==> src/hdl/itoa_pkg.sv <==
`timescale 1ns / 1ps

package itoa_pkg;

    localparam int VALUE_W  = 32;
    localparam int OP_W     = 2;
    localparam int PAD_W    = 5;
    localparam int CHAR_W   = 7;
    localparam int BCD_DIGS = 10;
    localparam int HEX_DIGS = VALUE_W / 4;

    localparam logic [OP_W-1:0] OP_UDEC = 2'd0;
    localparam logic [OP_W-1:0] OP_UHEX = 2'd1;
    localparam logic [OP_W-1:0] OP_SDEC = 2'd2;

    localparam logic [CHAR_W-1:0] ASCII_ZERO  = 7'h30;
    localparam logic [CHAR_W-1:0] ASCII_A     = 7'h41;
    localparam logic [CHAR_W-1:0] ASCII_MINUS = 7'h2D;

    typedef logic [VALUE_W-1:0] value_t;
    typedef logic [OP_W-1:0]    op_t;
    typedef logic [PAD_W-1:0]   pad_t;
    typedef logic [CHAR_W-1:0]  char_t;

    // controller -> datapath
    typedef struct packed {
        logic load;
        logic shift;
        logic count;
        logic emit;
    } itoa_cmd_t;

    // datapath -> controller
    typedef struct packed {
        logic is_hex;
        logic final_char;
    } itoa_sts_t;

    function automatic char_t digit_char(input logic [3:0] nib);
        char_t c;
        if (nib < 4'd10)
            c = ASCII_ZERO + char_t'(nib);
        else
            c = ASCII_A + char_t'(nib - 4'd10);
        return c;
    endfunction

endpackage

==> src/hdl/itoa_in_if.sv <==
`timescale 1ns / 1ps

interface itoa_in_if import itoa_pkg::*; ();
    logic   valid;
    logic   ready;
    value_t value;
    op_t    operation;
    pad_t   pad_width;

    modport source (output valid, output value, output operation, output pad_width,
                    input ready);
    modport sink   (input valid, input value, input operation, input pad_width,
                    output ready);
endinterface

==> src/hdl/itoa_out_if.sv <==
`timescale 1ns / 1ps

interface itoa_out_if import itoa_pkg::*; ();
    logic  valid;
    logic  ready;
    char_t character;
    logic  last;

    modport source (output valid, output character, output last, input ready);
    modport sink   (input valid, input character, input last, output ready);
endinterface

==> src/hdl/itoa_dpath.sv <==
`timescale 1ns / 1ps

module itoa_dpath import itoa_pkg::*; #(
    parameter int MAX_PAD_WIDTH = 16
) (
    input  logic      clk,
    input  value_t    value,
    input  op_t       operation,
    input  pad_t      pad_width,
    input  itoa_cmd_t cmd,
    output itoa_sts_t sts,
    output char_t     character,
    output logic      last
);

    localparam int CW = ($clog2(MAX_PAD_WIDTH + 1) > 4) ? $clog2(MAX_PAD_WIDTH + 1) : 4;
    localparam logic [5:0] MAX_PAD = 6'(MAX_PAD_WIDTH);

    value_t                  bin_reg;
    logic [4*BCD_DIGS-1:0]   bcd_reg;
    logic [3:0]              dig_reg [BCD_DIGS];
    logic                    neg_reg;
    logic                    hex_reg;
    logic [CW-1:0]           pad_reg;
    logic [CW-1:0]           pos_reg;
    char_t                   char_reg;
    logic                    last_reg;

    logic [4*BCD_DIGS-1:0]   bcd_adj;
    logic [4*BCD_DIGS-1:0]   hex_ext;
    logic [3:0]              dig_src [BCD_DIGS];
    logic [3:0]              ndig;
    logic [CW-1:0]           total;
    logic [3:0]              cur_dig;
    logic [5:0]              pad_ext;

    // add-3 correction before each shift of the double-dabble
    always_comb
    begin
        for (int i = 0; i < BCD_DIGS; i++)
        begin
            if (bcd_reg[4*i +: 4] >= 4'd5)
                bcd_adj[4*i +: 4] = bcd_reg[4*i +: 4] + 4'd3;
            else
                bcd_adj[4*i +: 4] = bcd_reg[4*i +: 4];
        end
    end

    assign hex_ext = {{(4*BCD_DIGS-VALUE_W){1'b0}}, bin_reg};

    // significant digit count (at least one)
    always_comb
    begin
        for (int i = 0; i < BCD_DIGS; i++)
        begin
            if (hex_reg)
                dig_src[i] = (i < HEX_DIGS) ? hex_ext[4*i +: 4] : 4'd0;
            else
                dig_src[i] = bcd_reg[4*i +: 4];
        end
        ndig = 4'd1;
        for (int i = 0; i < BCD_DIGS; i++)
        begin
            if (dig_src[i] != 4'd0)
                ndig = 4'(i + 1);
        end
        if (hex_reg && pad_reg > CW'(ndig))
            total = pad_reg;
        else
            total = CW'(ndig);
    end

    assign pad_ext = {1'b0, pad_width};
    assign cur_dig = (pos_reg < CW'(BCD_DIGS)) ? dig_reg[pos_reg[3:0]] : 4'd0;

    always_ff @(posedge clk)
    begin
        if (cmd.load)
        begin
            if (operation == OP_SDEC && value[VALUE_W-1])
            begin
                bin_reg <= ~value + value_t'(1);
                neg_reg <= 1'b1;
            end
            else
            begin
                bin_reg <= value;
                neg_reg <= 1'b0;
            end
            hex_reg <= (operation == OP_UHEX);
            pad_reg <= (pad_ext > MAX_PAD) ? CW'(MAX_PAD) : CW'(pad_ext);
            bcd_reg <= '0;
        end
        else if (cmd.shift)
        begin
            {bcd_reg, bin_reg} <= {bcd_adj[4*BCD_DIGS-2:0], bin_reg, 1'b0};
        end

        if (cmd.count)
        begin
            for (int i = 0; i < BCD_DIGS; i++)
                dig_reg[i] <= dig_src[i];
            pos_reg <= total - CW'(1);
        end

        if (cmd.emit)
        begin
            if (neg_reg)
            begin
                char_reg <= ASCII_MINUS;
                last_reg <= 1'b0;
                neg_reg  <= 1'b0;
            end
            else
            begin
                char_reg <= digit_char(cur_dig);
                last_reg <= (pos_reg == '0);
                pos_reg  <= pos_reg - CW'(1);
            end
        end
    end

    assign sts.is_hex     = hex_reg;
    assign sts.final_char = !neg_reg && (pos_reg == '0);
    assign character      = char_reg;
    assign last           = last_reg;

endmodule

==> src/hdl/itoa_ctrl.sv <==
`timescale 1ns / 1ps

module itoa_ctrl import itoa_pkg::*; (
    input  logic      clk,
    input  logic      rst_n,
    input  logic      in_valid,
    output logic      in_ready,
    input  logic      out_ready,
    output logic      out_valid,
    input  op_t       operation,
    input  itoa_sts_t sts,
    output itoa_cmd_t cmd
);

    localparam logic [1:0] S_IDLE  = 2'd0;
    localparam logic [1:0] S_CONV  = 2'd1;
    localparam logic [1:0] S_COUNT = 2'd2;
    localparam logic [1:0] S_EMIT  = 2'd3;

    localparam logic [4:0] LAST_ITER = 5'(VALUE_W - 1);

    logic [1:0] state_reg, state_next;
    logic [4:0] iter_reg, iter_next;
    logic       out_valid_reg, out_valid_next;
    logic       out_free;

    assign out_free = !out_valid_reg || out_ready;
    assign in_ready = (state_reg == S_IDLE);

    always_comb
    begin
        state_next     = state_reg;
        iter_next      = iter_reg;
        out_valid_next = out_valid_reg && !out_ready;
        cmd            = '0;
        unique case (state_reg)
            S_IDLE:
            begin
                if (in_valid)
                begin
                    cmd.load  = 1'b1;
                    iter_next = '0;
                    // hex digits are the nibbles themselves
                    state_next = (operation == OP_UHEX) ? S_COUNT : S_CONV;
                end
            end
            S_CONV:
            begin
                cmd.shift = 1'b1;
                iter_next = iter_reg + 5'd1;
                if (iter_reg == LAST_ITER)
                    state_next = S_COUNT;
            end
            S_COUNT:
            begin
                cmd.count  = 1'b1;
                state_next = S_EMIT;
            end
            S_EMIT:
            begin
                if (out_free)
                begin
                    cmd.emit       = 1'b1;
                    out_valid_next = 1'b1;
                    if (sts.final_char)
                        state_next = S_IDLE;
                end
            end
            default:
            begin
                state_next = S_IDLE;
            end
        endcase
    end

    always_ff @(posedge clk or negedge rst_n)
    begin
        if (!rst_n)
        begin
            state_reg     <= S_IDLE;
            iter_reg      <= '0;
            out_valid_reg <= 1'b0;
        end
        else
        begin
            state_reg     <= state_next;
            iter_reg      <= iter_next;
            out_valid_reg <= out_valid_next;
        end
    end

    assign out_valid = out_valid_reg;

    a_emit_no_overwrite: assert property (@(posedge clk) disable iff (!rst_n)
        cmd.emit |-> (!out_valid_reg || out_ready))
        else $error("character emitted over an untaken result");

    a_load_path: assert property (@(posedge clk) disable iff (!rst_n)
        cmd.load |=> (state_reg == S_CONV || state_reg == S_COUNT))
        else $error("load not followed by conversion or count");

    a_final_to_idle: assert property (@(posedge clk) disable iff (!rst_n)
        (cmd.emit && sts.final_char) |=> (state_reg == S_IDLE && out_valid_reg))
        else $error("final character did not return to idle");

    a_hex_skips_conv: assert property (@(posedge clk) disable iff (!rst_n)
        (state_reg == S_CONV) |-> !sts.is_hex)
        else $error("hex item entered decimal conversion");

endmodule

==> src/hdl/integer_to_ascii_digits_top.sv <==
`timescale 1ns / 1ps
// Sequence: decimal items pass the double-dabble shift state S_CONV, then the digit-count
// state S_COUNT, then S_EMIT; hex items go from load straight to S_COUNT and S_EMIT.
// Throughput: one character per cycle once emitting, unless dout.ready holds the output;
// a new item is taken only after the final character of the last one has been emitted.
// Next input is taken while the final character still waits in the output register.
// Reset: rst_n async active low clears the controller and output valid; datapath registers are not reset.

module integer_to_ascii_digits_top import itoa_pkg::*; #(
    parameter int MAX_PAD_WIDTH = 16
) (
    input  logic        clk,
    input  logic        rst_n,
    itoa_in_if.sink     din,
    itoa_out_if.source  dout
);

    itoa_cmd_t cmd;
    itoa_sts_t sts;

    itoa_ctrl u_ctrl (
        .clk       (clk),
        .rst_n     (rst_n),
        .in_valid  (din.valid),
        .in_ready  (din.ready),
        .out_ready (dout.ready),
        .out_valid (dout.valid),
        .operation (din.operation),
        .sts       (sts),
        .cmd       (cmd)
    );

    itoa_dpath #(
        .MAX_PAD_WIDTH (MAX_PAD_WIDTH)
    ) u_dpath (
        .clk       (clk),
        .value     (din.value),
        .operation (din.operation),
        .pad_width (din.pad_width),
        .cmd       (cmd),
        .sts       (sts),
        .character (dout.character),
        .last      (dout.last)
    );

endmodule
==> src/flat_wrapper.sv <==
// flat-port wrapper written by rule: the top's interface ports become plain ports
module integer_to_ascii_digits_top_flat import itoa_pkg::*;
#(
    parameter int MAX_PAD_WIDTH = 16
)
  (clk, rst_n, din_valid, din_value, din_operation, din_pad_width, din_ready, dout_valid, dout_character, dout_last, dout_ready);
  itoa_in_if din_i ();
  itoa_out_if dout_i ();
  input  logic clk;
  input  logic rst_n;
  input wire logic [$bits(din_i.valid)-1:0] din_valid;
  input wire logic [$bits(din_i.value)-1:0] din_value;
  input wire logic [$bits(din_i.operation)-1:0] din_operation;
  input wire logic [$bits(din_i.pad_width)-1:0] din_pad_width;
  output wire logic [$bits(din_i.ready)-1:0] din_ready;
  output wire logic [$bits(dout_i.valid)-1:0] dout_valid;
  output wire logic [$bits(dout_i.character)-1:0] dout_character;
  output wire logic [$bits(dout_i.last)-1:0] dout_last;
  input wire logic [$bits(dout_i.ready)-1:0] dout_ready;
  assign din_i.valid = din_valid;
  assign din_i.value = din_value;
  assign din_i.operation = din_operation;
  assign din_i.pad_width = din_pad_width;
  assign din_ready = din_i.ready;
  assign dout_valid = dout_i.valid;
  assign dout_character = dout_i.character;
  assign dout_last = dout_i.last;
  assign dout_i.ready = dout_ready;
  integer_to_ascii_digits_top #(.MAX_PAD_WIDTH(MAX_PAD_WIDTH)) u_core (.clk(clk), .rst_n(rst_n), .din(din_i), .dout(dout_i));
endmodule
==> config.mk <==
export PLATFORM = sky130hd
export DESIGN_NAME = integer_to_ascii_digits_top_flat
export DESIGN_NICKNAME = d
export VERILOG_FILES = /design/src/hdl/itoa_pkg.sv /design/src/hdl/itoa_in_if.sv /design/src/hdl/itoa_out_if.sv /design/src/hdl/itoa_dpath.sv /design/src/hdl/itoa_ctrl.sv /design/src/hdl/integer_to_ascii_digits_top.sv /design/src/flat_wrapper.sv
export SDC_FILE = /design/constraint.sdc
export NUM_CORES = 1
export LEC_CHECK = 0
export ABC_AREA = 1
export BUFFER_PORTS_ARGS = -buffer_cell sky130_fd_sc_hd__clkbuf_2
export CORE_ASPECT_RATIO = 1.2
export CORE_MARGIN = 10
export CORE_UTILIZATION = 35
export CTS_CLUSTER_DIAMETER = 200
export DETAILED_ROUTE_END_ITERATION = 6
export GPL_ROUTABILITY_DRIVEN = 0
export GPL_TIMING_DRIVEN = 0
export PLACE_DENSITY = 0.52
export SYNTH_ARGS = -nofsm -noshare
export SYNTH_HDL_FRONTEND = slang
export SYNTH_SLANG_ARGS = --single-unit
==> constraint.sdc <==
create_clock -name clk -period 4.6 [get_ports clk]
set_clock_uncertainty 0.05 [all_clocks]
set_input_delay 0.46 -clock clk [delete_from_list [all_inputs] [get_ports clk]]
set_output_delay 0.46 -clock clk [all_outputs]
set_load 0.01 [all_outputs]
# [After elaboration in Yosys (flattened, before gate mapping)]
# Memories as Yosys holds them, arrays and structs flattened. A register that Yosys moved wholly into a read port is not among the register bits.
# Index checks and enable logic that the tools add are counted.
[totals] output_inout_bits=10 in_bits=43 ramBits=40 wordCells=137 n_memories=1 regBits=100
[mem_list] name="u_core.u_dpath.dig_reg" words=10 width=4 rd=1 rd_ports_with_merged_regs=1 wr=10 line_no="itoa_dpath.sv:21" text="logic [3:0] dig_reg [BCD_DIGS];"
[classes] order_cmp=14 bitwise=1 muxes=60 reduce_logical=23 eq_ne=10 addsub=17
[ops] op="$mux W4" count=28
[ops] op="$mux W32" count=3
[ops] op="$ge A4 B3 Y1 const B" count=10
[ops] op="$add A4 B2 Y4 const B" count=9
[ops] op="$reduce_bool A4 Y1" count=9
[ops] op="$add A32 B1 Y32 const B" count=1
[ops] op="$not A32 Y32" count=1
[ops] op="$mux W5" count=5
[ops] op="$mux W1" count=14
[ops] op="$mux W2" count=6
[ops] op="$pmux W5 S2" count=1
[ops] op="$sub A5 B1 Y5 const B" count=2
[ops] op="$pmux W2 S4" count=1
[ops] op="$add A6 B4 Y7 const A" count=1
[ops] op="$add A7 B7 Y7 const A" count=1
[ops] op="$mux W7" count=1
[ops] op="$eq A2 B2 Y1 const B" count=3
[ops] op="$ne A2 B2 Y1 const B" count=3
[ops] op="$add A5 B1 Y5 const B" count=1
[ops] op="$eq A5 B5 Y1 const B" count=1
[ops] op="$gt A5 B4 Y1" count=1
[ops] op="$gt A5 B5 Y1 const B" count=1
[ops] op="$logic_not A5 Y1" count=1
[ops] op="$lt A5 B4 Y1 const B" count=1
[ops] op="13 further kinds" count=20

# [Logic depth before layout (Yosys ltp)]
[logic_depth] ltp_word=18 mapped_depth=32 ltp_nobuf=30

# [By module]
# Synthesis repeated with hierarchy kept, for this count alone.
[hier_totals] hier_cells=1036 hier_area_um2=8335.5
[by_module_without_submodules] mod="itoa_dpath" cells_per_inst=962 area_each_um2=7787.5 seq_area_each_um2=3503.4 instances=1
[by_module_without_submodules] mod="itoa_ctrl" cells_per_inst=74 area_each_um2=548.0 seq_area_each_um2=200.2 instances=1

# [Worst setup path after synthesis]
# OpenSTA, ideal clock, no wires.
[synth_timing] kind="register to register" start="reg u_core.u_dpath.hex_reg" end="reg u_core.u_dpath.pos_reg[4]" stages_incl_launch_ff=31 synth_period_minus_slack_ps=3242 n_path_buf=2 t_arrival_ps=3126 setup_time_ps=66 path_slack_ps=1358 required_ps=4484 path_cell_list="edfxtp_1 buf_6 inv_2 buf_6 nand2_1 nand2_1 nand2_1 nor2_1 nand2_1 nand2_1 nand2_1 nand2_1 nand2_1 nand2_1 nand2_1 nand2_1 inv_1 ha_1 nand4_1 or2_2 nand3_1 inv_1 nand2_1 and2_1 ha_1 inv_1 nor2_2 nand2_2 xor2_1 nand2_1 a21oi_2"
[synth_via] elab_chain_cells=18 word_cells_on_any_way=34 cone_classes="1 x add/sub; 1 x order compare; 22 x mux; 10 x reduce/logical"
[synth_lines] item="start, declared" line_no="itoa_dpath.sv:23" text="logic hex_reg;"
[synth_lines] item="start signal, assigned" line_no="itoa_dpath.sv:90" text="hex_reg <= (operation == OP_UHEX);"
[synth_lines] item="$mux W4" line_no="itoa_dpath.sv:56" text="if (hex_reg)"
[synth_lines] item="$reduce_bool A4 Y1" line_no="itoa_dpath.sv:64" text="if (dig_src[i] != 4'd0)"
[synth_lines] item="$mux W2" line_no="itoa_dpath.sv:64"
[synth_lines] item="$mux W4 (8 in series)" line_no="itoa_dpath.sv:64"
[synth_lines] item="$gt A5 B4 Y1" line_no="itoa_dpath.sv:67" text="if (hex_reg && pad_reg > CW'(ndig))"
[synth_lines] item="$logic_and A1 B1 Y1" line_no="itoa_dpath.sv:67"
[synth_lines] item="$mux W5 (*)" line_no="itoa_dpath.sv:67"
[synth_lines] item="$sub A5 B1 Y5 (*)" line_no="itoa_dpath.sv:103" text="pos_reg <= total - CW'(1);"
[synth_lines] item="$mux W5 (*)" line_no="itoa_dpath.sv:99" text="if (cmd.count)"
[synth_lines] item="$mux W5" line_no="itoa_dpath.sv:108" text="if (neg_reg)"
[synth_lines] item="$mux W5 (*)" line_no="itoa_dpath.sv:106" text="if (cmd.emit)"
[synth_lines] item="end signal, assigned" line_no="itoa_dpath.sv:103"
[synth_lines] item="end signal, assigned" line_no="itoa_dpath.sv:118" text="pos_reg <= pos_reg - CW'(1);"
[synth_lines] item="end, declared" line_no="itoa_dpath.sv:25" text="logic [CW-1:0] pos_reg;"
# Mark *: on every way between the ends. The rest lies on a longest branch, timed or not.
# A chain may end at the register's enable or synchronous reset.

# [Worst setup path after layout]
# Ends and elaborated chain as after synthesis.

==> results.md <==
- Status: completed
- Post-layout min period: 3.71 ns
- Final-report hold violation count: 0
- Routed length per instance: approximately 16 um
- Largest area contributor in the netlist: edfxtp_1
- Gr ovfl total: 0
- Netlist Area Pre-Place: 8210 um^2
- CTS root buf: clkbuf_16
- Worst IR Drop VDD: 0.000286 V
- H-tree Lvls: 4
- Die Ht: between 150 and 200 um
- Global-route wire length before repair: 35,400 um
- Post-synthesis sequential area ratio: 45.1%
- CTS tree: yes
- 1st-iter DRT viols: 378
- Die width: 160 um
- Crit-path max FO: 10
- Num CTS Buffers: 17
- Max Clock Freq: 269 MHz
- Cell Rows: 61
- Post-synth EDFFs: 86
- PwrDens: 603 nW/um^2
- # DRC: 0
- Final WS setup: about 0.9 ns
- I/O pin cnt: 53
- Final setup violating endpoints: 0
- Unrepaired setup endpoints after global routing: no
- DP Worst Slack: approximately 0.9 ns
- Ranking of synthesized cells by area: edfxtp_1 (31%), dfxtp_1 (11%), nand2_1 (9.4%)
- Reg2Reg Setup Slack: around 0.89 ns
- Initial Util: 35.5%
- Final HPWL from detailed placement: 17,200 um
- Largest net degree at the start of global routing: 37
- Cell repeated most along the worst path: nand2_1
- NumNets Final: 1,167
- CTS sink count: 140
- WP data arrival: 4.03 ns
- Number of buffers and inverters on the critical path: 6
- Kind of cell adding the most delay to the critical path: simple AND/OR/NAND/NOR gates
- Crit path required time: 4.92 ns
- DRT Pass-1 Iters: 5
- Setup CP Type: reg -> reg
- Leakage: 4.07 nW
- Die area: 30,000 um^2
- Synth Register Bits: 140
- Synth-to-Final Area Change: 15.8%
- Post-Syn Area per Cell: 8.11 um^2
- Crit path launch type: flip-flop
- I/O Buffers: 52
- Area of the core: ~23,000 um^2
- Synth cell count leaders: nand2_1 (206), inv_1 (134), o21ai_0 (111)
- Worst setup EP type: flip-flop
- Antenna fix cells: 0
- Final setup TNS: 0 ns
- Tot GR Track Use: 14.7%
- CTS max path bufs: 2
- Post-synth ARST share: 5.71%
- Yosys warnings: 0
- Fraction of layout cells with a size suffix above 1: 11.8%
- Cts repair resizes: 0
- Synth Flop Type: edfxtp_1
- Maxcap violations: 0
- Post-synthesis cell type count: 46
- Slowest stage delay, CP: 0.38 ns
- Fin cells: 1,414
- Placed cells: 1,381
- Final Util: between 40% and 50%
- Area after DPL: 8900 um^2
- Number of global-route vias before repair: 6,806
- Post-synthesis instance total: ~1k
- Fill cell count: 2,384
- Slew margin rel.: 24.9%
- Leading cell type by number of instances after synthesis: nand2_1
- Worst-path clk slew: 0.07 ns
- Via density: 4.88
- Final wirelength: 22,100 um
- Worst-margin pin slew: 1.13 ns
- Antenna-violating nets left: 0
- Hold crit path type: in -> reg
- Total vias in the final route: 6,905
- Clock insertion delay at the later pin of the skew report: roughly 0.43 ns
- Slew Viols, Final: 0
- Final instance area: roughly 9500 um^2
- Synthesized net count: 1,093
- Initial antenna violation count: 0
- Crit-path slowest cell: edfxtp_1
- Fin crit share: 80.8%
- Share of the synthesized area in the top cell type: 31.5%
area by class of cell:
class	count	area (um^2)	area share, %
Multi-Input combinational cell	700	3820	40.2
Tap cell	315	394	4.15
Clock buffer	20	489	5.15
Sequential cell	140	3700	39.0
Clock inverter	12	100	1.05
Inverter	135	507	5.33
Buffer	37	178	1.87
Timing Repair Buffer	55	310	3.26
kinds of logic after synthesis:
family	Yosys count	share of synthesized area (%)
XOR/XNOR	42	4.48
AND/OR/NAND/NOR	399	21.0
flip-flops	140	45.1
buffers and inverters	172	8.32
AO/OA/AOI/OAI	221	15.3
adder cells (fa/ha/maj)	38	5.79
path summary, 6_finish.rpt:
path,start,depth (start not counted),end
setup / recovery,u_core.u_dpath.hex_reg$_DFFE_PP_,30,u_core.u_dpath.pos_reg[4]$_DFF_P_
hold reg to reg,u_core.u_dpath.neg_reg$_DFF_P_,1,u_core.u_dpath.neg_reg$_DFF_P_
min in group asynchronous,rst_n,2,u_core.u_ctrl.iter_reg[4]$_DFFE_PN0P_
max in group asynchronous,rst_n,2,u_core.u_ctrl.iter_reg[3]$_DFFE_PN0P_
hold / removal,dout_ready,4,u_core.u_ctrl.out_valid$_DFF_PN0_
setup reg to reg,u_core.u_dpath.hex_reg$_DFFE_PP_,30,u_core.u_dpath.pos_reg[4]$_DFF_P_
routing by layer:
layer | up-vias | part of all wire, % | GRT usage [%]
li1 | 3538 | - | -
met1 | 3202 | 44 | 17.5
met2 | 136 | 49 | 25.4
met3 | 29 | 4.0 | 2.98
met4 | 0 | 2.6 | 5.76
met5 | - | 0 | 0
worst min-delay path: stages:
cell	delay (ns)
clkbuf_2	0.07
inv_1	0.04
nand2_1	0.06
nand2_1	0.05
placed cells by master (no fill, tap or decap), types with 35 or more instances in the layout:
master / instances
a21oi_1: 35
clkbuf_2: 53
dfxtp_1: 46
edfxtp_1: 86
ha_1: 37
inv_1: 134
nand2_1: 206
nand3_1: 45
nor2_1: 95
o21ai_0: 111
through the flow:
stage | hold WS (ns) | total power [mW]
floorplan | 0.114 | 3.65
global placement | 0.276 | 4.37
detailed placement | 0.275 | 4.42
CTS | 0.237 | 5.78
global route | 0.264 | 6.21
finish | 0.244 | 5.73
power breakdown:
part	switching [mW]	total (mW)	internal (mW)
Sequential	0.213	2.11	1.90
Combinational	1.53	2.26	0.733
Clock	0.578	1.36	0.782
Total	2.32	5.73	3.41
what timing repair did:
action	in CTS	in global routing
hold buffers	1	0
endpoints found under the hold margin	8	0
buffers inserted	0	0
Power figures use the tool's default switching activity.
